==> src/design/tpf_pkg.sv <==
// ----------------------------------------------------------------------------
// Thrust-to-PWM framer package
// Shared sizes, command codes, queue entry type and interpolation constants.
// ----------------------------------------------------------------------------
package tpf_pkg;

    // Table geometry and frame length.
    localparam int TABLE_ENTRIES  = 201;
    localparam int THRUSTER_COUNT = 8;
    localparam int TABLE_COUNT    = 3;
    localparam int IDX_W          = $clog2(TABLE_ENTRIES);
    localparam int SLOT_W         = (THRUSTER_COUNT > 1) ? $clog2(THRUSTER_COUNT) : 1;

    // Payload widths.
    localparam int PWM_W  = 16;
    localparam int VOLT_W = 15;

    // Supply voltage limits and the reset voltage, in millivolts.
    localparam int V_LOW_MV   = 14000;
    localparam int V_MID_MV   = 16000;
    localparam int V_HIGH_MV  = 18000;
    localparam int V_RESET_MV = 15500;

    // Force index: round(force * 100) + 100 in Q2.14.
    localparam int FORCE_SCALE  = 100;
    localparam int FORCE_HALF   = 8192;
    localparam int FORCE_FRAC   = 14;
    localparam int INDEX_CENTER = 100;

    // Interpolation divides by the 2000 mV span as a shift by 4 and a
    // divide by 125. The divide by 125 runs on a biased, non-negative value
    // through a reciprocal multiply that is exact below 2^24.
    localparam int DIV_PRESHIFT = 4;
    localparam int DIV_CONST    = 125;
    localparam int DIV_OFFSET   = 65536;
    localparam int DIV_BIAS     = DIV_CONST * DIV_OFFSET;
    localparam int INTERP_SHIFT = 31;
    localparam int RECIP_W      = 25;
    localparam int BIASED_W     = 24;
    localparam int QUOT_W       = 18;
    localparam logic [RECIP_W-1:0] INTERP_RECIP =
        RECIP_W'(((64'd1 << INTERP_SHIFT) + 64'(DIV_CONST - 1)) / 64'(DIV_CONST));

    // Command queue depth.
    localparam int QUEUE_DEPTH = 4;
    localparam int QPTR_W      = $clog2(QUEUE_DEPTH);
    localparam int QCNT_W      = $clog2(QUEUE_DEPTH + 1);

    // Input function codes.
    localparam logic [1:0] FUNC_TABLE_WRITE = 2'd0;
    localparam logic [1:0] FUNC_VOLTAGE     = 2'd1;
    localparam logic [1:0] FUNC_FORCE       = 2'd2;

    // One command passed from the front end to the interpolation back end.
    typedef struct packed {
        logic              is_write;
        logic [1:0]        sel;
        logic [IDX_W-1:0]  index;
        logic [PWM_W-1:0]  value;
        logic [VOLT_W-1:0] volt;
    } tpf_cmd_t;

endpackage

==> src/design/tpf_queue.sv <==
// ----------------------------------------------------------------------------
// Command queue
// A short FIFO that lets the front end and the back end stall separately.
// ----------------------------------------------------------------------------
module tpf_queue import tpf_pkg::*; (
    input  logic     clk,
    input  logic     rst_n,
    input  logic     push,
    input  tpf_cmd_t push_cmd,
    output logic     full,
    input  logic     pop,
    output tpf_cmd_t pop_cmd,
    output logic     empty
);

    tpf_cmd_t          entry_reg [QUEUE_DEPTH];
    logic [QPTR_W-1:0] wr_ptr_reg;
    logic [QPTR_W-1:0] rd_ptr_reg;
    logic [QCNT_W-1:0] count_reg;

    assign full    = (count_reg == QCNT_W'(QUEUE_DEPTH));
    assign empty   = (count_reg == '0);
    assign pop_cmd = entry_reg[rd_ptr_reg];

    // Pointers and fill count.
    always_ff @(posedge clk or negedge rst_n)
    begin
        if (!rst_n)
        begin
            wr_ptr_reg <= '0;
            rd_ptr_reg <= '0;
            count_reg  <= '0;
        end
        else
        begin
            if (push)
            begin
                wr_ptr_reg <= (wr_ptr_reg == QPTR_W'(QUEUE_DEPTH - 1)) ? '0 : wr_ptr_reg + 1'b1;
            end
            if (pop)
            begin
                rd_ptr_reg <= (rd_ptr_reg == QPTR_W'(QUEUE_DEPTH - 1)) ? '0 : rd_ptr_reg + 1'b1;
            end
            if (push && !pop)
            begin
                count_reg <= count_reg + 1'b1;
            end
            else if (pop && !push)
            begin
                count_reg <= count_reg - 1'b1;
            end
        end
    end

    // Entry storage.
    always_ff @(posedge clk)
    begin
        if (push)
        begin
            entry_reg[wr_ptr_reg] <= push_cmd;
        end
    end

endmodule

==> config.mk <==
export PLATFORM = sky130hd
export DESIGN_NAME = tpf_queue
export DESIGN_NICKNAME = d
export VERILOG_FILES = /design/src/design/tpf_pkg.sv /design/src/design/tpf_queue.sv
export SDC_FILE = /design/constraint.sdc
export NUM_CORES = 1
export LEC_CHECK = 0
export BUFFER_PORTS_ARGS = -buffer_cell sky130_fd_sc_hd__buf_2
export CAP_MARGIN = 20
export CORE_MARGIN = 4
export CORE_UTILIZATION = 61
export DETAILED_ROUTE_END_ITERATION = 7
export GPL_TIMING_DRIVEN = 1
export PLACE_DENSITY = 0.84
export SLEW_MARGIN = 25
export SYNTH_ARGS = -nofsm -noshare
export SYNTH_HDL_FRONTEND = slang
export SYNTH_SLANG_ARGS = --single-unit
==> constraint.sdc <==
create_clock -name clk -period 3.82 [get_ports clk]
set_clock_uncertainty 0.15 [all_clocks]
set_input_delay 0.191 -clock clk [delete_from_list [all_inputs] [get_ports clk]]
set_output_delay 0.191 -clock clk [all_outputs]
set_load 0.05 [all_outputs]
# After elaboration in Yosys (flattened, before gate mapping)
# Memory sizes are Yosys's and may differ from the RTL's.
# Index checks and enable logic that the tools add are counted.
[word_totals] register_bits=7 latch_bits=0 ramBits=168 romBits=0 inputBits=46 output_inout_bits=44 elab_cells=23 n_memories=1
[op_classes] add_sub_neg=4 multipliers=0 div_mod_pow=0 magnitude_cmp=0 n_eq_ne=3 n_shift=0 mux=6 n_bitwise=0 reduce_logical=6
[mem_list] memory="entry_reg" depth=4 width=42 read_ports=1 rd_ports_with_merged_regs=0 wr=1 line_no="tpf_queue.sv:16" rtl="tpf_cmd_t entry_reg [QUEUE_DEPTH];"
[op_table] op="$mux 3" n=2
[op_table] op="$add 2x1->2 const B" n=2
[op_table] op="$eq 2x2->1 const B" n=2
[op_table] op="$mux 2" n=2
[op_table] op="$add 3x1->3 const B" n=1
[op_table] op="$eq 3x3->1 const B" n=1
[op_table] op="$logic_not 3->1" n=1
[op_table] op="$sub 3x1->3 const B" n=1
[op_table] op="$logic_and 1x1->1" n=2
[op_table] op="$logic_not 1->1" n=2
[op_table] op="$mux 1" n=2
[op_table] op="$reduce_bool 2->1" n=1

# Depth between registers and ports, before layout
[depth] word_depth=4 mapped_depth=7 mapped_depth_nobuf=7

# Worst setup path before layout
# Ideal clock, no wire load.
[synth_path] path_kind="reg-to-reg" start="register wr_ptr_reg[0]" end="memory entry_reg[0][0] (netlist name), enable pin" setup_ns=0.403 arrival_ns=1.636 required_ns=3.267 setup_slack_ns=1.630 stages_incl_launch_ff=4 n_path_buf=0 synth_period_minus_slack_ns=2.190 path_cell_list="dfrtp_1 inv_1 ha_1 and2_1"
[synth_lines] item="start: declaration" line_no="tpf_queue.sv:17" rtl="logic [QPTR_W-1:0] wr_ptr_reg;"
[synth_lines] item="start signal: assignment" line_no="tpf_queue.sv:38" rtl="wr_ptr_reg <= (wr_ptr_reg == QPTR_W'(QUEUE_DEPTH - 1)) ? '0 : wr_ptr_reg + 1'b1;"
[synth_lines] item="end: declaration" line_no="tpf_queue.sv:16"
# Straight into the memory's write port.

==> qor.yml <==
status: "finished, final reports clean"
ys_warn_count: 0
worst_pin_slew_ns: 0.707
grt_pass1_wl_mm: 18.1
syn_nets: 310
core-area_mm2: 0.0104
die-height_um: 111
post_cts_buffers: 0
regToRegStartpoint: "wr_ptr_reg[0]$_DFFE_PN0P_"
setup-tns-final_ns: 0
synthXorXnorAreaFrac: 0.00402
crit_slowest_cell: "dfrtp_2"
syn_area_mm2: 0.00653
wl_per_cell_um: 19.6
synth-compound-area-share: 0.00153
largest_reg_flops: 168
post_dp_cell_area_mm2: 0.00707
hold_viol: 0
avgSynthCellArea_um2: 25.4
cts.path.max_buffers: 2
antenna_found_initial: 0
drive_gt1_frac: 0.399
grt_use_total: 0.194
cts_root_buffer: "clkbuf_8"
path_cells: "buf_12 -> mux4_1 -> buf_2"
first_global_vias: 3401
rows: 37
required_ns: 3.48
die_x_um: 111
htree_num_levels: 4
cts.reportedPaths.clkPinSlew_ns: 0.06
worstPathArrival_ns: 2.45
viasPerCell: 5.54
hp-class: "in2reg"
fin_area_mm2: 0.00806
ctsHoldBuffers: 46
synth_mux_area_frac: 0.152
netlist_instances: 257
cts_tree: "built"
clock-sinks: 175
gp_congestion: 0.661
cts_buffers: 17
ant_nets: 0
grt-ovfl-total: 0
areaGrowthSynthToFinish_pct: 23.4
crit_path_start_kind: "flip-flop"
wirelength_mm: 10.8
drtIter0Drc: 215
dieArea_mm2: 0.0124
hold_depth: 2
cts_resized: 0
r2r_end: "entry_reg[0][2]$_DFFE_PP_"
start_util: 0.630
ff2ff_setup_slack_ns: 2.03
reg2regPathDepth: 3
synth_top_family_by_area: "multiplexers"
crit_fanout: 24
final_max_slew_viol_count: 0
dr_total_vias: 3046
nNetsFinal: 455
slowest_delay_ns: 0.83
grt_max_degree: 45
drc: 0
holdWs_ns: 0.266
dp_hpwl_mm: 6.13
fin_crit_sh: 0.731
path_class: "reg2out"
rsz0062_at_grt: "no"
yosysSeqAreaShare: 0.799
synth_fa_ha_area_frac: 0.0146
min_to: "entry_reg[3][21]$_DFFE_PP_"
diodes: 0
power.density_mw_per_mm2: 818
fill_cells: 564
insertion_delay_ns: 0.52
cp-end-kind: "output port"
drv_cap: 0
port_buffers: 89
setup_viol: 0
timing.fmax_mhz: 358
synth_cell_types: 19
drt_first_pass_iters: 5
vdd_ir_drop_max_mv: 0.453
relSlewSlack: 0.529
leakagePower_nw: 2.84
synthSimpleGateAreaFrac: 0.00862
period_needed_ns: 2.79
io-pin-count: 90
ys_seq_elements: 175
hold_path_startpoint: "push_cmd[21]"
-- cells by family (layout without fill, tap and decap cells) --
family          count (synthesis)  in the layout
fa+ha+maj                       7              7
flops                         175            175
compound gates                  2              2
xor+xnor                        3              3
buf+inv                        14            171
mux                            45             45
simple gates                   11             11
-- power by group --
group	switching [mW]	internal, mW
registers	0.244	2.47
clock network	0.680	0.859
logic	1.57	0.771
-- final cells by class --
class	instances	area [µm²]	area share
Clock buffer	17	414	0.0514
Clock inverter	14	118	0.0146
Inverter	4	15.0	0.00186
Multi-Input combinational cell	68	1190	0.148
Sequential cell	175	5230	0.648
Tap cell	136	170	0.0211
Timing Repair Buffer	136	926	0.115
-- cells in the final DEF (no fill, tap or decap) --
cell type and instances:
edfxtp_1 168, buf_2 89, dlygate4sd3_1 46, mux4_2 38, clkbuf_16 16, ha_1 6
dfrtp_1 5, inv_1 4, and2_4 4, mux4_1 4, inv_6 4, mux2_2 3
nor2_1 3, clkinvlp_4 3, clkinv_1 3, nand2_1 2, o21ai_0 2, xor2_1 2
clkinv_2 2, nor3_1 1, nor3b_1 1, xnor2_1 1, fa_1 1, clkbuf_8 1
bufinv_16 1, clkinv_4 1, buf_12 1, dfrtp_2 1, dfrtp_4 1
-- cell usage after synthesis --
| cell | n | area, µm² |
|---|---|---|
| and2_1 | 4 | 25.0 |
| buf_12 | 4 | 80.1 |
| buf_2 | 5 | 25.0 |
| buf_6 | 1 | 11.3 |
| dfrtp_1 | 7 | 175 |
| edfxtp_1 | 168 | 5040 |
| fa_1 | 1 | 20.0 |
| ha_1 | 6 | 75.1 |
| inv_1 | 4 | 15.0 |
| mux2_2 | 3 | 33.8 |
| mux4_1 | 4 | 105 |
| mux4_2 | 38 | 856 |
| nand2_1 | 2 | 7.51 |
| nor2_1 | 3 | 11.3 |
| nor3_1 | 1 | 5.00 |
| nor3b_1 | 1 | 7.51 |
| o21ai_0 | 2 | 10.0 |
| xnor2_1 | 1 | 8.76 |
| xor2_1 | 2 | 17.5 |
-- worst max-delay path by stage --
stage,start,end,cells after the start
after floorplan,wr_ptr_reg[0]$_DFFE_PN0P_,entry_reg[0][0]$_DFFE_PP_,3
after global placement,rd_ptr_reg[0]$_DFFE_PN0P_,pop_cmd[35],3
after detailed placement,rd_ptr_reg[0]$_DFFE_PN0P_,pop_cmd[35],3
after CTS,rd_ptr_reg[0]$_DFFE_PN0P_,pop_cmd[35],3
after global routing,rd_ptr_reg[0]$_DFFE_PN0P_,pop_cmd[35],3
final,rd_ptr_reg[0]$_DFFE_PN0P_,pop_cmd[35],3
-- stage by stage --
| stage | setup slack, ns | instances | power (mW) | utilization |
|---|---|---|---|---|
| after floorplan | 1.63 | 257 | 4.66 | - |
| after global placement | 1.51 | 473 | 5.05 | 0.681 |
| after detailed placement | 1.51 | 473 | 5.09 | 0.681 |
| after CTS | 0.950 | 550 | 6.66 | 0.777 |
| after global routing | 0.818 | 550 | 6.90 | 0.777 |
| final | 1.03 | 550 | 6.59 | 0.777 |
-- per-layer routing --
layer  vias to the layer above  GRT usage  part of all wire
met4                         0     0.0657             0.011
met1                      1559      0.251              0.41
met5                         -          0                 0
met2                        93      0.318              0.51
li1                       1384          -                 -
met3                        10     0.0614             0.068
-- worst max-delay path, delay by kind of cell, from the launching register on --
kind	cells	cell delay (ns)
flip-flops	1	0.83
buffers and inverters	2	0.54
multiplexers	1	0.56
Note: power is estimated with default switching activity, not from simulation.
