<file path="config.mk">
export PLATFORM = sky130hd
export DESIGN_NAME = tpf_front
export DESIGN_NICKNAME = d
export VERILOG_FILES = /design/src/design/tpf_pkg.sv /design/src/design/tpf_front.sv
export SDC_FILE = /design/constraint.sdc
export NUM_CORES = 1
export LEC_CHECK = 0
export BUFFER_PORTS_ARGS = -buffer_cell sky130_fd_sc_hd__buf_2
export CAP_MARGIN = 20
export CORE_MARGIN = 2
export CORE_UTILIZATION = 57
export CTS_CLUSTER_SIZE = 10
export DETAILED_ROUTE_END_ITERATION = 7
export PLACE_DENSITY = 0.95
export SLEW_MARGIN = 15
export SYNTH_ARGS = -nofsm -noshare
export SYNTH_HDL_FRONTEND = slang
export SYNTH_SLANG_ARGS = --single-unit
</file>
<file path="constraint.sdc">
create_clock -name clk -period 13.55 [get_ports clk]
set_clock_uncertainty 0.2 [all_clocks]
set_input_delay 2.0325 -clock clk [delete_from_list [all_inputs] [get_ports clk]]
set_output_delay 2.0325 -clock clk [all_outputs]
set_load 0.01 [all_outputs]
</file>
<file path="src/design/tpf_pkg.sv">
// ----------------------------------------------------------------------------
// Thrust-to-PWM framer package
// Shared sizes, command codes, queue entry type and interpolation constants.
// ----------------------------------------------------------------------------
package tpf_pkg;

    // Table geometry and frame length.
    localparam int TABLE_ENTRIES  = 201;
    localparam int THRUSTER_COUNT = 8;
    localparam int TABLE_COUNT    = 3;
    localparam int IDX_W          = $clog2(TABLE_ENTRIES);
    localparam int SLOT_W         = (THRUSTER_COUNT > 1) ? $clog2(THRUSTER_COUNT) : 1;

    // Payload widths.
    localparam int PWM_W  = 16;
    localparam int VOLT_W = 15;

    // Supply voltage limits and the reset voltage, in millivolts.
    localparam int V_LOW_MV   = 14000;
    localparam int V_MID_MV   = 16000;
    localparam int V_HIGH_MV  = 18000;
    localparam int V_RESET_MV = 15500;

    // Force index: round(force * 100) + 100 in Q2.14.
    localparam int FORCE_SCALE  = 100;
    localparam int FORCE_HALF   = 8192;
    localparam int FORCE_FRAC   = 14;
    localparam int INDEX_CENTER = 100;

    // Interpolation divides by the 2000 mV span as a shift by 4 and a
    // divide by 125. The divide by 125 runs on a biased, non-negative value
    // through a reciprocal multiply that is exact below 2^24.
    localparam int DIV_PRESHIFT = 4;
    localparam int DIV_CONST    = 125;
    localparam int DIV_OFFSET   = 65536;
    localparam int DIV_BIAS     = DIV_CONST * DIV_OFFSET;
    localparam int INTERP_SHIFT = 31;
    localparam int RECIP_W      = 25;
    localparam int BIASED_W     = 24;
    localparam int QUOT_W       = 18;
    localparam logic [RECIP_W-1:0] INTERP_RECIP =
        RECIP_W'(((64'd1 << INTERP_SHIFT) + 64'(DIV_CONST - 1)) / 64'(DIV_CONST));

    // Command queue depth.
    localparam int QUEUE_DEPTH = 4;
    localparam int QPTR_W      = $clog2(QUEUE_DEPTH);
    localparam int QCNT_W      = $clog2(QUEUE_DEPTH + 1);

    // Input function codes.
    localparam logic [1:0] FUNC_TABLE_WRITE = 2'd0;
    localparam logic [1:0] FUNC_VOLTAGE     = 2'd1;
    localparam logic [1:0] FUNC_FORCE       = 2'd2;

    // One command passed from the front end to the interpolation back end.
    typedef struct packed {
        logic              is_write;
        logic [1:0]        sel;
        logic [IDX_W-1:0]  index;
        logic [PWM_W-1:0]  value;
        logic [VOLT_W-1:0] volt;
    } tpf_cmd_t;

endpackage

</file>
<file path="src/design/tpf_front.sv">
// ----------------------------------------------------------------------------
// Front end
// Accepts input beats, keeps the supply voltage and turns force commands and
// valid table writes into queue commands.
// ----------------------------------------------------------------------------
module tpf_front import tpf_pkg::*; (
    input  logic                    clk,
    input  logic                    rst_n,
    input  logic                    in_valid,
    output logic                    in_stall,
    input  logic [1:0]              func,
    input  logic [1:0]              table_select,
    input  logic [7:0]              table_index,
    input  logic [15:0]             table_value,
    input  logic [15:0]             voltage_mv,
    input  logic signed [15:0]      force_q14,
    input  logic                    q_full,
    output logic                    q_push,
    output tpf_cmd_t                q_cmd
);

    localparam logic signed [11:0] IDX_MAX_S = 12'(TABLE_ENTRIES - 1);

    logic [VOLT_W-1:0]  volt_reg;
    logic [VOLT_W-1:0]  volt_next;
    logic               accept;
    logic               write_ok;
    logic signed [23:0] force_ext;
    logic signed [23:0] force_scaled;
    logic signed [11:0] idx_raw;
    logic [IDX_W-1:0]   idx_sat;

    assign in_stall = q_full;
    assign accept   = in_valid && !q_full;

    // A table write is kept only for an existing table and entry.
    assign write_ok = (table_select < 2'(TABLE_COUNT))
                   && (11'(table_index) < 11'(TABLE_ENTRIES));

    // Round the Q2.14 force to hundredths and center it on the table.
    always_comb
    begin
        force_ext    = 24'(force_q14);
        force_scaled = force_ext * 24'sd100 + 24'(FORCE_HALF);
        idx_raw      = 12'(force_scaled >>> FORCE_FRAC) + 12'(INDEX_CENTER);
        if (idx_raw < 12'sd0)
        begin
            idx_sat = '0;
        end
        else if (idx_raw > IDX_MAX_S)
        begin
            idx_sat = IDX_W'(TABLE_ENTRIES - 1);
        end
        else
        begin
            idx_sat = IDX_W'(unsigned'(idx_raw));
        end
    end

    // Clamp a new supply voltage to the table range.
    always_comb
    begin
        volt_next = volt_reg;
        if (accept && func == FUNC_VOLTAGE)
        begin
            if (voltage_mv < 16'(V_LOW_MV))
            begin
                volt_next = VOLT_W'(V_LOW_MV);
            end
            else if (voltage_mv > 16'(V_HIGH_MV))
            begin
                volt_next = VOLT_W'(V_HIGH_MV);
            end
            else
            begin
                volt_next = VOLT_W'(voltage_mv);
            end
        end
    end

    always_ff @(posedge clk or negedge rst_n)
    begin
        if (!rst_n)
        begin
            volt_reg <= VOLT_W'(V_RESET_MV);
        end
        else
        begin
            volt_reg <= volt_next;
        end
    end

    // Build the queue command; a force carries the voltage in effect now.
    always_comb
    begin
        q_push         = 1'b0;
        q_cmd.is_write = (func == FUNC_TABLE_WRITE);
        q_cmd.sel      = table_select;
        q_cmd.index    = idx_sat;
        q_cmd.value    = table_value;
        q_cmd.volt     = volt_reg;
        case (func)
            FUNC_TABLE_WRITE:
            begin
                q_cmd.index = IDX_W'(table_index);
                q_push      = accept && write_ok;
            end
            FUNC_FORCE:
            begin
                q_push = accept;
            end
            default:
            begin
                q_push = 1'b0;
            end
        endcase
    end

endmodule

</file>
Yosys cells after proc, flatten, opt, wreduce, memory -nomap -nowiden --
Index checks and enable logic that the tools add are counted.
Storage, ports and cells: register bits 15, bits of input ports 64, output and inout port bits 44
Cells by class: add/sub/neg operators 2, multipliers 1, order comparisons 6, equality and inequality tests 2, mux-type cells 6, reductions and logical operators 6
Operators with widths (count):
- $mux 15 | 2
- $add 24x15->24 const B | 1
- $mux 8 | 3
- $mul 16x6->22 const B | 1
- $gt 16x15->1 const B | 1
- $lt 16x14->1 const B | 1
- $add 10x8->11 const B | 1
- $gt 11x9->1 const B | 1
- $lt 11x1->1 const B | 1
- $lt 8x8->1 const B | 1
- $logic_and 1x1->1 | 4
- $eq 2x1->1 const B | 1
- $eq 2x2->1 const B | 1
- $logic_not 2->1 | 1
- $lt 2x2->1 const B | 1
- $pmux 1 s2 | 1
- $logic_not 1->1 | 1

Depth between registers and ports, before layout --
word-level depth 7, depth in mapped cells 24, gate-level depth less buffers 23

Worst setup path before layout --
Ideal clock, no wire load.
path kind input -> output, from input port force_q14[2], to output port q_cmd[34] (netlist bit), data arrival time 6.898 ns, setup slack 4.419 ns, stages on the path 20, path buffers 0, cell sequence ha_1 > fa_1 > ha_1 > ha_1 > nand3_1 > or3_1 > a41o_1 > nor2_1 > ha_1 > inv_1 > a2111o_1 > nor2_1 > xnor2_1 > inv_1 > ha_1 > o41ai_1 > a31o_1 > nor3_4 > and3_1 > a211oi_1
RTL lines:
- start: declaration | line tpf_front.sv:16 | input logic signed [15:0] force_q14,
- end: declaration | line tpf_front.sv:19 | output tpf_cmd_t q_cmd

==> impl_metrics.csv <==
group,metric,value,unit
logic_synthesis,syn_area,0.00331,mm2
timing,period_share,73.2,%
route,drt_first_pass_iters,5,
logic_synthesis,synth-edff-count,0,
cells_and_area,drive_above_1_share,26.9,%
power_and_ir_drop,intPower,0.287,mW
logic_synthesis,synthXorXnorAreaFrac,3.97,%
logic_synthesis,synth-adder-area-share,26.8,%
cells_and_area,fillers,451,
logic_synthesis,synth-compound-area-share,27.8,%
cts,insertion_delay,0.24,ns
logic_synthesis,synth_top_cell_area_share,18.9,%
logic_synthesis,synthArstFlopShare,100,%
route,wl_per_cell,16.1,um
logic_synthesis,yosysSeqAreaShare,11.6,%
cells_and_area,final_nets,559,
route,finalWirelength,8.09,mm
route,final_antenna_net_count,0,
hold_path,hp-class,"flop to flop",
power_and_ir_drop,power_density,171,mW/mm2
placement,placed_cell_area,0.00360,mm2
timing,final-hold-violation-count,0,
setup_path,path_max_fanout,6,
route,m1WireLength,3.32,mm
setup_path,crit_path_start_kind,"input pin",
floorplanning,fp.dieArea,0.00643,mm2
floorplanning,rows,27,
timing,rsz0062_at_grt,"no",
placement,hpwl,6.85,mm
timing,worstMarginPinSlew,0.829,ns
logic_synthesis,synthSimpleGateAreaFrac,22.1,%
logic_synthesis,synthTopCellsByArea,"ha_1, fa_1, dfrtp_1",
cts,cts_tree,"yes",
cells_and_area,largest_register_ffs,15,
logic_synthesis,synth_top_family_by_area,"compound AO/OA/AOI/OAI gates",
cts,cts_root_buf,"clkbuf_8",
logic_synthesis,syn_inst,379,
setup_path,end_kind,"output port",
power_and_ir_drop,swShare,54.0,%
logic_synthesis,synth_top_area_cell,"ha_1",
cells_and_area,fin_area,0.00365,mm2
cts,cts_buffer_depth,2,
timing,slew_headroom,44.3,%
power_and_ir_drop,ir_drop,0.0000818,V
timing,max_clock_freq,101,MHz
cells_and_area,seq_area,384,um2
setup_path,reg2reg_depth,2,
global_route,grt_pass1_wl,13.8,mm
placement,gp_routability_congestion,0.941,
power_and_ir_drop,power_switching,0.337,mW
global_route,antenna_found_initial,0,
power_and_ir_drop,power.total,0.624,mW
route,vias,3223,
route,drc_errors,0,
route,viasPerCell,6.41,
placement,port_buffers,75,
floorplanning,initial_core_util,59.4,%
cts,cts_hold_buf,0,
power_and_ir_drop,pwr-share-comb,85.5,%
global_route,grt_max_degree,16,
setup_path,worstPathRequired,11.32,ns
route,initialDrtViolationCount,395,
run_status,status,"completed",
power_and_ir_drop,p_leak,1.70,nW
route,wl_met3,515,um
timing,whs,0.264,ns
cts,clock-sinks,15,
global_route,grt.total_usage,25.7,%
logic_synthesis,postSynthNetCount,506,
placement,dp_slack,3.71,ns
setup_path,crit_type,"input pin to output port",
timing,fin_crit,9.91,ns
cts,post_cts.repair.setup_buffers,0,
timing,setup_viol,0,
cts,cts.htree.levels,1,
logic_synthesis,ys.flop_type,"dfrtp_1",
cells_and_area,n_antenna_cell,0,
cells_and_area,multi_input_area,0.00270,mm2
power_and_ir_drop,clockPowerShare,5.6,%
timing,fin_ws,3.64,ns
cts,ctsResizeCount,0,
power_and_ir_drop,pwr-share-seq,8.9,%
logic_synthesis,yosys_register_bits,15,
route,highest_layer,"met4",
flow_run,maxCapViolations,0,
global_route,grt.overflow.total,0,
cts,cts_buffers,3,
floorplanning,die_w,80.2,um
setup_path,critPathArrivalTime,7.68,ns
floorplanning,core_region_area,0.00557,mm2
cells_and_area,areaGrowthSynthToFinish,10.2,%
logic_synthesis,muxShareOfSynthArea,0.907,%
logic_synthesis,synth_cell_types,78,
hold_path,holdPathStages,2,
global_route,grt_pass1_vias,3199,
cts,clk_pin_slew_worst_paths,0.06,ns
floorplanning,io_pins,108,
logic_synthesis,syn_avg_cell_area,8.74,um2
timing,final.setup.tns,0,ns
logic_synthesis,ys_warn_count,0,
timing,slew_violations,0,
floorplanning,die_y,80.2,um
route,wl_met2,4.02,mm
==> power by group through the flow <==
stage | Sequential (mW) | Combinational (mW) | Clock [mW]
after floorplan | 0.0586 | 0.406 | 0
after global placement | 0.0557 | 0.501 | 0
after detailed placement | 0.0557 | 0.519 | 0
after CTS | 0.0553 | 0.522 | 0.0354
after global routing | 0.0561 | 0.585 | 0.0376
final | 0.0553 | 0.533 | 0.0349
==> critical path, stage by stage <==
cell and delay, ns:
buf_2 0.12, ha_1 0.33, fa_1 0.48, ha_1 0.33
ha_1 0.34, nand2_1 0.08, or3_1 0.41, a41o_1 0.28
nor2_1 0.11, ha_1 0.18, inv_1 0.06, a2111o_1 0.41
nor2_1 0.14, xnor2_1 0.17, inv_1 0.08, ha_1 0.27
nor4_1 0.44, nor3_1 0.09, a211oi_1 0.37, nand4_1 0.24
a221oi_4 0.49, a211oi_2 0.08, buf_2 0.16
==> logic make-up after synthesis <==
kind of cell / Yosys count
AO/OA/AOI/OAI: 116
buffers and inverters: 40
XOR/XNOR: 15
flip-flops: 15
AND/OR/NAND/NOR: 127
adder cells (fa/ha/maj): 63
multiplexers: 3
==> cell usage after synthesis, types with 3 or more instances <==
master and number:
clkbuf_1 5, a21o_1 5, o211ai_1 8, a22o_1 6
nand2_1 34, o21a_1 5, o31ai_1 3, nor3_1 7
dfstp_2 7, xor2_1 4, fa_1 13, or2_2 3
and4_1 3, nand4_1 4, nor2_1 26, nand3_1 11
xnor2_1 11, a211oi_2 8, dfrtp_1 8, o21ai_0 11
buf_2 3, o21ai_1 3, a21oi_1 25, a31oi_1 4
and3_1 5, buf_4 19, a211oi_1 4, mux2i_1 3
nor4_1 4, inv_1 11, ha_1 50, and2_1 9
==> layout make-up <==
type / instances / area share [%]
clock buffer: 3 / 1.13
clock inverter: 1 / 0.137
inverter: 12 / 1.23
multi-input combinational: 324 / 74.0
sequential: 15 / 10.5
tap: 72 / 2.47
timing repair buffer: 76 / 10.5
==> cell usage in the layout, fill, tap and decap left out, types with 3 or more instances in the layout <==
| cell | count |
|---|---|
| nand2_1 | 34 |
| a211oi_1 | 4 |
| a21o_1 | 5 |
| ha_1 | 50 |
| and4_1 | 3 |
| xor2_1 | 4 |
| mux2i_1 | 3 |
| o21ai_0 | 11 |
| inv_1 | 11 |
| o21a_1 | 5 |
| buf_2 | 75 |
| dfstp_2 | 7 |
| o21ai_1 | 3 |
| a211oi_2 | 8 |
| and3_1 | 5 |
| a21oi_1 | 25 |
| o31ai_1 | 3 |
| xnor2_1 | 11 |
| nor4_1 | 4 |
| fa_1 | 13 |
| and2_1 | 9 |
| dfrtp_1 | 8 |
| nor3_1 | 7 |
| o211ai_1 | 8 |
| nand4_1 | 4 |
| nor2_1 | 26 |
| clkbuf_8 | 3 |
| a22o_1 | 6 |
| a31oi_1 | 4 |
| nand3_1 | 11 |
| or2_2 | 3 |
==> metal layers <==
| layer | vias up | GRT usage, % |
|---|---|---|
| met2 | 149 | 46.5 |
| met4 | 0 | 9.32 |
| met3 | 29 | 2.92 |
| li1 | 1535 | - |
| met5 | - | 0 |
| met1 | 1510 | 31.1 |
==> path summary, 6_finish.rpt <==
check                                          from                  endpoint  slack (ns)
max                                    force_q14[4]                 q_cmd[31]        3.64
min                        volt_reg[13]$_DFFE_PN1P_  volt_reg[13]$_DFFE_PN1P_        0.26
max reg2reg                volt_reg[10]$_DFFE_PN1P_  volt_reg[10]$_DFFE_PN1P_       12.60
min reg2reg                volt_reg[13]$_DFFE_PN1P_  volt_reg[13]$_DFFE_PN1P_        0.26
max in group asynchronous                     rst_n  volt_reg[10]$_DFFE_PN1P_       11.38
min in group asynchronous                     rst_n  volt_reg[14]$_DFFE_PN0P_        1.48
==> per-stage QoR <==
| step | utilization (%) | cells |
|---|---|---|
| CTS | 65.5 | 503 |
| floorplan | - | 379 |
| global placement | 64.6 | 499 |
| detailed placement | 64.6 | 499 |
| finish | 65.5 | 503 |
| global route | 65.5 | 503 |
Power figures use the tool's default switching activity.
