### src/design/tpf_pkg.sv
// ----------------------------------------------------------------------------
// Thrust-to-PWM framer package
// Shared sizes, command codes, queue entry type and interpolation constants.
// ----------------------------------------------------------------------------
package tpf_pkg;

    // Table geometry and frame length.
    localparam int TABLE_ENTRIES  = 201;
    localparam int THRUSTER_COUNT = 8;
    localparam int TABLE_COUNT    = 3;
    localparam int IDX_W          = $clog2(TABLE_ENTRIES);
    localparam int SLOT_W         = (THRUSTER_COUNT > 1) ? $clog2(THRUSTER_COUNT) : 1;

    // Payload widths.
    localparam int PWM_W  = 16;
    localparam int VOLT_W = 15;

    // Supply voltage limits and the reset voltage, in millivolts.
    localparam int V_LOW_MV   = 14000;
    localparam int V_MID_MV   = 16000;
    localparam int V_HIGH_MV  = 18000;
    localparam int V_RESET_MV = 15500;

    // Force index: round(force * 100) + 100 in Q2.14.
    localparam int FORCE_SCALE  = 100;
    localparam int FORCE_HALF   = 8192;
    localparam int FORCE_FRAC   = 14;
    localparam int INDEX_CENTER = 100;

    // Interpolation divides by the 2000 mV span as a shift by 4 and a
    // divide by 125. The divide by 125 runs on a biased, non-negative value
    // through a reciprocal multiply that is exact below 2^24.
    localparam int DIV_PRESHIFT = 4;
    localparam int DIV_CONST    = 125;
    localparam int DIV_OFFSET   = 65536;
    localparam int DIV_BIAS     = DIV_CONST * DIV_OFFSET;
    localparam int INTERP_SHIFT = 31;
    localparam int RECIP_W      = 25;
    localparam int BIASED_W     = 24;
    localparam int QUOT_W       = 18;
    localparam logic [RECIP_W-1:0] INTERP_RECIP =
        RECIP_W'(((64'd1 << INTERP_SHIFT) + 64'(DIV_CONST - 1)) / 64'(DIV_CONST));

    // Command queue depth.
    localparam int QUEUE_DEPTH = 4;
    localparam int QPTR_W      = $clog2(QUEUE_DEPTH);
    localparam int QCNT_W      = $clog2(QUEUE_DEPTH + 1);

    // Input function codes.
    localparam logic [1:0] FUNC_TABLE_WRITE = 2'd0;
    localparam logic [1:0] FUNC_VOLTAGE     = 2'd1;
    localparam logic [1:0] FUNC_FORCE       = 2'd2;

    // One command passed from the front end to the interpolation back end.
    typedef struct packed {
        logic              is_write;
        logic [1:0]        sel;
        logic [IDX_W-1:0]  index;
        logic [PWM_W-1:0]  value;
        logic [VOLT_W-1:0] volt;
    } tpf_cmd_t;

endpackage

### src/design/tpf_framer.sv
// ----------------------------------------------------------------------------
// Frame serializer
// Sends each PWM word as low and high byte and closes every frame with the
// running XOR checksum.
// ----------------------------------------------------------------------------
module tpf_framer import tpf_pkg::*; (
    input  logic             clk,
    input  logic             rst_n,
    input  logic             item_valid,
    input  logic [PWM_W-1:0] item_pwm,
    output logic             item_take,
    output logic             out_valid,
    input  logic             out_stall,
    output logic [7:0]       serial_byte,
    output logic [15:0]      pwm_value,
    output logic             frame_last
);

    typedef enum logic [1:0] {
        ST_EMPTY,
        ST_LOW,
        ST_HIGH,
        ST_CHECK
    } state_t;

    state_t            state_reg;
    state_t            state_next;
    logic [SLOT_W-1:0] slot_reg;
    logic [SLOT_W-1:0] slot_next;
    logic [7:0]        csum_reg;
    logic [7:0]        csum_next;
    logic              end_reg;
    logic              end_next;
    logic [7:0]        serial_byte_reg;
    logic [7:0]        serial_byte_next;
    logic [15:0]       pwm_value_reg;
    logic [15:0]       pwm_value_next;
    logic              frame_last_reg;
    logic              frame_last_next;
    logic              beat_done;
    logic              can_load;

    assign beat_done = (state_reg != ST_EMPTY) && !out_stall;

    // A new word enters when nothing is shown or the last beat of an item leaves.
    always_comb
    begin
        case (state_reg)
            ST_EMPTY: can_load = 1'b1;
            ST_HIGH:  can_load = beat_done && !end_reg;
            ST_CHECK: can_load = beat_done;
            default:  can_load = 1'b0;
        endcase
    end

    assign item_take = can_load && item_valid;

    // Next beat, checksum and slot count.
    always_comb
    begin
        state_next       = state_reg;
        slot_next        = slot_reg;
        csum_next        = csum_reg;
        end_next         = end_reg;
        serial_byte_next = serial_byte_reg;
        pwm_value_next   = pwm_value_reg;
        frame_last_next  = frame_last_reg;
        if (item_take)
        begin
            state_next       = ST_LOW;
            serial_byte_next = item_pwm[7:0];
            pwm_value_next   = item_pwm;
            frame_last_next  = 1'b0;
            csum_next        = csum_reg ^ item_pwm[7:0] ^ item_pwm[15:8];
            end_next         = (slot_reg == SLOT_W'(THRUSTER_COUNT - 1));
            slot_next        = end_next ? '0 : slot_reg + 1'b1;
        end
        else if (beat_done)
        begin
            case (state_reg)
                ST_LOW:
                begin
                    state_next       = ST_HIGH;
                    serial_byte_next = pwm_value_reg[15:8];
                end
                ST_HIGH:
                begin
                    if (end_reg)
                    begin
                        state_next       = ST_CHECK;
                        serial_byte_next = csum_reg;
                        pwm_value_next   = '0;
                        frame_last_next  = 1'b1;
                        csum_next        = '0;
                        end_next         = 1'b0;
                    end
                    else
                    begin
                        state_next = ST_EMPTY;
                    end
                end
                default:
                begin
                    state_next = ST_EMPTY;
                end
            endcase
        end
    end

    // State and registered outputs.
    always_ff @(posedge clk or negedge rst_n)
    begin
        if (!rst_n)
        begin
            state_reg       <= ST_EMPTY;
            slot_reg        <= '0;
            csum_reg        <= '0;
            end_reg         <= 1'b0;
            serial_byte_reg <= '0;
            pwm_value_reg   <= '0;
            frame_last_reg  <= 1'b0;
        end
        else
        begin
            state_reg       <= state_next;
            slot_reg        <= slot_next;
            csum_reg        <= csum_next;
            end_reg         <= end_next;
            serial_byte_reg <= serial_byte_next;
            pwm_value_reg   <= pwm_value_next;
            frame_last_reg  <= frame_last_next;
        end
    end

    assign out_valid   = (state_reg != ST_EMPTY);
    assign serial_byte = serial_byte_reg;
    assign pwm_value   = pwm_value_reg;
    assign frame_last  = frame_last_reg;

endmodule

### config.mk
export PLATFORM = sky130hd
export DESIGN_NAME = tpf_framer
export DESIGN_NICKNAME = d
export VERILOG_FILES = /design/src/design/tpf_pkg.sv /design/src/design/tpf_framer.sv
export SDC_FILE = /design/constraint.sdc
export NUM_CORES = 1
export LEC_CHECK = 0
export BUFFER_PORTS_ARGS = -buffer_cell sky130_fd_sc_hd__clkbuf_2
export CAP_MARGIN = 20
export CORE_MARGIN = 1.5
export CORE_UTILIZATION = 35
export DETAILED_ROUTE_END_ITERATION = 16
export PLACE_DENSITY = 0.54
export REMOVE_ABC_BUFFERS = 1
export SYNTH_ARGS = -nofsm -noshare
export SYNTH_HDL_FRONTEND = slang
export SYNTH_SLANG_ARGS = --single-unit
### constraint.sdc
create_clock -name clk -period 2.2 [get_ports clk]
set_input_delay 0.11 -clock clk [delete_from_list [all_inputs] [get_ports clk]]
set_output_delay 0.11 -clock clk [all_outputs]
set_load 0.02 [all_outputs]
**Word level (Yosys, flattened, before mapping)**

Cells that the tools add are included.
Widths: inputs -> output; s select.

- Bits in registers: 39
- Output and inout bits: 27
- Word-level logic and storage cells: 54

- Add/subtract/negate cells: 1
- Eq/ne operators: 5
- Mux-type cells: 25
- Bitwise gates (word level): 2
- Reduce and logical (&&, ||, !) cells: 14

Operators with widths:

| cell | number |
|---|---|
| $mux 16 | 4 |
| $mux 8 | 7 |
| $pmux 8 s2 | 1 |
| $xor 8x8->8 | 2 |
| $reduce_bool 2->1 | 4 |
| $mux 1 | 7 |
| $mux 2 | 3 |
| $reduce_and 3->1 | 2 |
| $eq 2x2->1 const B | 2 |
| $pmux 2 s2 | 1 |
| $add 3x1->3 const B | 1 |
| $eq 3x3->1 const B | 1 |
| $logic_and 1x1->1 | 3 |
| $mux 3 | 1 |
| $ne 3x3->1 const B | 1 |
| $pmux 1 s3 | 1 |
| $reduce_bool 3->1 | 1 |
| $eq 2x1->1 const B | 1 |
| $logic_not 1->1 | 2 |
| $logic_not 2->1 | 1 |
| $reduce_and 2->1 | 1 |

**Logic depth before layout (Yosys ltp)**

Gate-level depths: netlist of the first run.

- Depth after elaboration: 7
- Mapped depth: 9
- Gate-level depth less buffers: 7

**Worst setup path after synthesis of the first run**

Ideal clock, no wire load.

- Path kind: reg2reg
- From: reg state_reg[1]
- To: reg csum_reg[0]
- Arrival: 1.659 ns
- Data required time: 2.076 ns
- Path slack: 0.417 ns
- Cell stages (with the launch flop): 8
- Path buffers: 1
- Period minus slack after synthesis: 1.783 ns
- Path through: dfrtp_1 -> inv_1 -> ha_1 -> o21ai_2 -> o2111ai_4 -> and2_4 -> buf_6 -> a211o_1

- Cells in the longest elaborated chain, start to end: 7
- Elaborated cells on any way between the ends: 13
- Classes of those cells: eq/ne: 2; mux: 2; reduce/logical: 9

RTL lines:

| what | line | source |
|---|---|---|
| from (decl) | tpf_framer.sv:26 | `state_t state_reg;` |
| from (signal assigned) | tpf_framer.sv:125 | `state_reg <= state_next;` |
| $reduce_bool 2->1 | tpf_framer.sv:43 | `assign beat_done = (state_reg != ST_EMPTY) && !out_stall;` |
| $logic_and 1x1->1 | tpf_framer.sv:43 |  |
| $logic_and 1x1->1 | tpf_framer.sv:50 | `ST_HIGH: can_load = beat_done && !end_reg;` |
| $pmux 1 s3 | tpf_framer.sv:48 | `case (state_reg)` |
| $logic_and 1x1->1 | tpf_framer.sv:56 | `assign item_take = can_load && item_valid;` |
| $reduce_bool 2->1 (no line) | - |  |
| $reduce_and 3->1 (no line) | - |  |
| to (signal assigned) | tpf_framer.sv:127 | `csum_reg <= csum_next;` |
| to (decl) | tpf_framer.sv:30 | `logic [7:0] csum_reg;` |

Parallel ways exist; a longest one is shown, timed or not.
A chain may end at the register's enable or synchronous reset.

**Worst setup path in the final report of the first run**

- From: reg state_reg[0]
- To: out item_take

- Cells in the longest elaborated chain, start to end: 5
- Elaborated cells on any way between the ends: 8
- Classes of those cells: eq/ne: 2; mux: 1; reduce/logical: 5

RTL lines:

| what | line | source |
|---|---|---|
| $reduce_bool 2->1 | tpf_framer.sv:43 |  |
| $logic_and 1x1->1 | tpf_framer.sv:43 |  |
| $logic_and 1x1->1 | tpf_framer.sv:50 |  |
| $pmux 1 s3 * | tpf_framer.sv:48 |  |
| $logic_and 1x1->1 * | tpf_framer.sv:56 |  |
| to (decl) | tpf_framer.sv:11 | `output logic item_take,` |

Mark *: on every way between the ends. The rest lies on a longest branch, timed or not.

==> impl_results.md, run 1 <==
- Worst VDD drop: 0.497 mV
- Fmax: 0.480 GHz
- Width of the die: 79.0 um
- Status: complete, no violations
- Total gr overflow: 0
- Initial core utilization: 0.365
- Clk slew on worst S/H paths: 0.08 ns
- DRT Pass-1 Iters: 4
- Seq cells post-synth: 39
- H-tree depth: 2
- Worst EP required: 2.09 ns
- Die ar.: 6240 sq um
- Total Nets Final: 271
- Routed WL: 4630 um
- Min-Delay Path Class: input pin to flip-flop
- Total global-route track usage: 0.159
- Vias: 1557
- Final setup viols: 0
- CP Capture Type: output pin
- Register area share after synthesis: 0.483
- Dpl cell area: 2350 sq um
- Routed wire per std cell: 14.6 um
- Max Root-Sink Buffers: 2
- Tcrit/Tclk final: 0.947
- Hold path depth: 3
- CP arrival: 1.97 ns
- Slowest stage delay, CP: 0.40 ns
- Largest family of logic cells by synthesized area: simple AND/OR/NAND/NOR gates
- Setup TNS Final: 0 ns
- Synth cell count leaders: dfrtp_1, nand2_1, nand3_1
- Multi-input gate area: 960 sq um
- Gpl congestion: 0.775
- Slowest-stage cell, CP: dfrtp_1
- Worst reg2reg path depth: 7
- Post-synthesis adder-cell area fraction: 0.0371
- Share of layout cells above drive strength 1: 0.376
- Compound-cell area share of the yosys netlist: 0.105
- Leakage: 1.27 nW
- RSZ-0062 raised after global routing: false
- Number of global-route vias before repair: 1519
- I/O pin total: 47
- Root Driver: clkbuf_8
- TritonCTS Sinks: 39
- Post-Synth XOR/XNOR Area: 0.0347
- Power Dens Cells: 1560 nW/um^2
- FP Rows: 27
- Yosys top cell by area: dfrtp_1
- Post-Synth Simple-Gate Area: 0.202
- Slew Viols, Final: 0
- Synth area leaders: dfrtp_1, nand2_1, mux2_2, mux2i_1, nand3_1
- CP Class: flip-flop to output pin
- Startpoint Class: flip-flop
- PortBufs: 46
- WHS: 0.0264 ns
- Total of max-cap violations: 0
- Slew margin rel.: 0.594
- Core area: 5540 sq um
- Cell Area, Synth: 2020 sq um
- Number of synthesis warnings: 0
- Largest net degree at the start of global routing: 24
- CTS tree: done
- Placed wire-length estimate: 3270 um
- Worst slew pin tran: 0.607 ns
- DRC Markers: 0
- FILL cells: 549
- Mean Syn Cell Area: 10.7 sq um
- CP cell instances: inv_1 > ha_2 > nor2b_4 > o2111ai_4 > clkinv_4 > buf_4 > clkbuf_2
- Antenna cells: 0
- Yosys cell types: 31
- DR vias/cell: 4.91
- Non-filler cells, final: 317
- Cells after Synth: 189
- Total CTS buffers: 5
- Final hold vios: 0
- Post-synth EDFFs: 0
- Most used DFF post-synth: dfrtp_1
- Insertion delay to the later sink of the worst-skew pair: 0.29 ns
- Cell area after layout: 2470 sq um
- Die height: 79.0 um
- Async set-reset flop share out of synthesis: 1.00
- Cells after DPL: 308
- Area share of the leading cell type in the synthesized netlist: 0.483
- Share of synthesized area spent on multiplexers: 0.0947
- Area grow syn2layout: 22.3%
- First-pass GRT wire length: 7510 um
- Clock skew: 0.00696 ns
- CP max FO: 12
- Detailed Route Iter0 Violations: 52
- Initial antenna violation count: 0
- Max FFs per register: 16
- Register area: 977 sq um
- Number of routed nets with antenna violations: 0
- Minimum clock period: 2.08 ns
metrics by stage:
stage                      util  power [mW]  setup slack (ns)
after floorplan               -        2.62            -0.380
after global placement    0.424        3.28             0.230
after detailed placement  0.424        3.29             0.180
after CTS                 0.445        3.89            0.0204
after global routing      0.446        4.17            0.0200
final                     0.446        3.86             0.117
cell type report:
cell class,instances,area share
Sequential cell,39,0.395
Clock buffer,6,0.0293
Inverter,5,0.00961
Timing Repair Buffer,57,0.127
Timing Repair inverter,1,0.00202
Clock inverter,1,0.0121
Tap cell,72,0.0364
Multi-Input combinational cell,136,0.388
worst paths after layout:
path	from	endpoint	slack (ns)
setup / recovery	state_reg[0]	item_take	0.12
hold / removal	item_pwm[8]	pwm_value[8]	0.03
setup reg to reg	state_reg[0]	csum_reg[1]	0.17
hold reg to reg	slot_reg[1]	slot_reg[1]	0.48
max in group asynchronous	rst_n	state_reg[1]	1.23
min in group asynchronous	rst_n	pwm_value[2]	0.30
power breakdown:
part	internal (mW)	leakage, nW	switching (mW)
combinational	0.805	0.733	1.14
clock	0.333	0.0513	0.250
sequential	1.07	0.484	0.263
per-layer routing:
layer,track usage,routed length (um),vias to the layer above
met3,0.0379,198,6
li1,-,-,765
met4,0.0632,80,0
met2,0.240,2060,31
met5,0,0,-
met1,0.219,2300,755
cell families (layout without fill, tap and decap cells):
family,Yosys count,count (layout)
flip-flops,39,39
buffers and inverters,14,70
adder cells (fa/ha/maj),6,6
AND/OR/NAND/NOR,81,81
multiplexers,18,18
XOR/XNOR,8,8
AO/OA/AOI/OAI,23,23
cells in the final DEF, fill, tap and decap left out, types with 2 or more instances in the layout:
master    instances
a211o_1           8
mux2i_1           9
inv_1             4
nand2_1          39
clkbuf_2         46
and3_1            8
mux2_2            9
buf_4            10
a21oi_1           2
ha_1              5
nor3_1            8
dfrtp_1          38
xnor2_1           8
o21ai_2           9
nand3_1          16
nand2b_1          2
clkbuf_8          5
worst max-delay path: cells and delay by family (launching register included):
kind | cells | cell delay, ns
buffers and inverters | 4 | 0.62
flip-flops | 1 | 0.40
AO/OA/AOI/OAI | 1 | 0.29
adder cells (fa/ha/maj) | 1 | 0.23
AND/OR/NAND/NOR | 1 | 0.15
what timing repair did:
action,CTS,global route
cloned,0,1
hold buffers,1,0
setup endpoints to repair,1,1
setup buffers,0,0
gates resized for setup,2,3
hold endpoints to repair,18,0
Note: power is estimated with default switching activity, not from simulation.
==> inputs of run 2 (changes only) <==
--- a/config.mk
+++ b/config.mk
@@ -5,7 +5,7 @@
 export SDC_FILE = /design/constraint.sdc
 export NUM_CORES = 1
 export LEC_CHECK = 0
-export BUFFER_PORTS_ARGS = -buffer_cell sky130_fd_sc_hd__clkbuf_2
+export BUFFER_PORTS_ARGS = -buffer_cell sky130_fd_sc_hd__buf_2
 export CAP_MARGIN = 20
 export CORE_MARGIN = 1.5
 export CORE_UTILIZATION = 35
==> impl_results.md, run 2 (synthesis results as in run 1) <==
- Width of the die: 79.0 um
- Final hold vios: 0
- Minimum clock period: 2.08 ns
- Final worst setup slack: 0.121 ns
- Initial core utilization: 0.365
- Worst VDD drop: 0.583 mV
- Dpl ws: 0.153 ns
- Total gr overflow: 0
- Flop pwr share: 0.354
- CP Capture Type: output pin
- Insertion delay to the later sink of the worst-skew pair: 0.28 ns
- DR vias/cell: 4.92
- CP cell instances: ha_1 > nand2b_1 > o2111ai_4 > clkinv_4 > buf_4 > buf_2
- CP arrival: 1.97 ns
- Slowest-stage cell, CP: dfrtp_1
- CP Class: flip-flop to output pin
- First-pass GRT wire length: 7430 um
- Total of max-cap violations: 0
- Total Power: 3.70 mW
- Die ar.: 6240 sq um
- DRT Pass-1 Iters: 4
- Routed WL: 4510 um
- Most common cell after layout, fill and taps aside: buf_2
- Cell area after layout: 2430 sq um
- Routed wire per std cell: 14.4 um
- FP Rows: 27
- Core area: 5540 sq um
- Crit path max-delay family: buffers and inverters
- Comb pwr share: 0.527
- Clk pwr share: 0.118
- Number of routed nets with antenna violations: 0
- Clk slew on worst S/H paths: 0.07 ns
- Gpl congestion: 0.782
- Cells after DPL: 306
- Worst slew pin tran: 0.863 ns
- Psw: 1.61 mW
- Worst EP required: 2.09 ns
- Gr busiest metal: met2
- Status: complete, no violations
- Vias: 1546
- Total global-route track usage: 0.155
- FILL cells: 556
- I/O pin total: 47
- Sw Ratio: 0.436
- TritonCTS Sinks: 39
- Max FFs per register: 16
- CP max FO: 13
- Global-route met3 utilization: 0.0345
- Slowest stage delay, CP: 0.45 ns
- Leakage: 1.25 nW
- Max Root-Sink Buffers: 2
- H-tree depth: 2
- Antenna cells: 0
- DRC Markers: 0
- Dpl cell area: 2330 sq um
- Number of global-route vias before repair: 1548
- Share of layout cells above drive strength 1: 0.364
- Die height: 79.0 um
- Total CTS buffers: 5
- Worst Path Buf+Inv: 3
- PortBufs: 46
- Most frequent cells in the layout: buf_2, nand2_1, dfrtp_1
- Slew Viols, Final: 0
- WHS: 0.0407 ns
- Setup TNS Final: 0 ns
- Root Driver: clkbuf_8
- GRT met1 Usage: 0.215
- Detailed Route Iter0 Violations: 65
- Final setup viols: 0
- Placed wire-length estimate: 3080 um
- Startpoint Class: flip-flop
- Fmax: 0.481 GHz
- Area grow syn2layout: 20.4%
- Tcrit/Tclk final: 0.945
- Fin util: 0.439
- Total Nets Final: 269
- Int Power: 2.09 mW
- CTS tree: done
- Power Dens Cells: 1520 nW/um^2
- Non-filler cells, final: 314
- Largest net degree at the start of global routing: 40
- Grt met2 use: 0.233
- Min-Delay Path Class: input pin to flip-flop
- Slew margin rel.: 0.425
- Initial antenna violation count: 0
- Clock skew: 0.00393 ns
==> run 2: final cells by class <==
cell class	count	area, sq um	area share
Timing Repair Buffer	55	308	0.126
Tap cell	72	90.1	0.0370
Clock buffer	6	72.6	0.0298
Timing Repair inverter	1	5.00	0.00206
Inverter	5	23.8	0.00976
Sequential cell	39	976	0.401
Multi-Input combinational cell	136	960	0.394
==> run 2: per-layer routing <==
layer | part of all wire | wire length, um
met2 | 0.46 | 2070
met1 | 0.47 | 2110
met4 | 0.024 | 110
met5 | 0 | 0
met3 | 0.047 | 214
==> run 2: path summary, 6_finish.rpt <==
kind	cells after the start	slack [ns]	startpoint	endpoint
worst max-delay path	6	0.12	state_reg[1]	item_take
worst min-delay path	3	0.04	item_pwm[11]	pwm_value[11]
worst max register to register	7	0.17	state_reg[1]	csum_reg[4]
worst min register to register	2	0.48	slot_reg[1]	slot_reg[1]
max in group asynchronous	2	1.17	rst_n	csum_reg[4]
min in group asynchronous	2	0.50	rst_n	frame_last
==> run 2: power groups by stage <==
stage               clock network (mW)  logic (mW)  registers, mW
floorplan                            0        1.07           1.55
CTS                              0.452        1.96           1.31
finish                           0.438        1.95           1.31
detailed placement                   0        1.94           1.33
global route                     0.483        2.17           1.37
global placement                     0        1.93           1.32
==> run 2: worst reg2reg max path, delay by kind of cell (launching register included) <==
kind,cells,cell delay [ns]
AOI/OAI and AO/OA,2,0.59
adders and majority gates,1,0.20
buffers and inverters,2,0.41
DFF,1,0.45
and+or+nand+nor,2,0.27
==> run 2: what timing repair did <==
item / in CTS / in global routing
hold endpoints to repair: 39 / 0
cloned: 0 / 1
pin swaps: 0 / 1
hold buffers: 1 / 0
resized for setup: 1 / 5
setup buffers: 0 / 0
setup endpoints to repair: 1 / 5
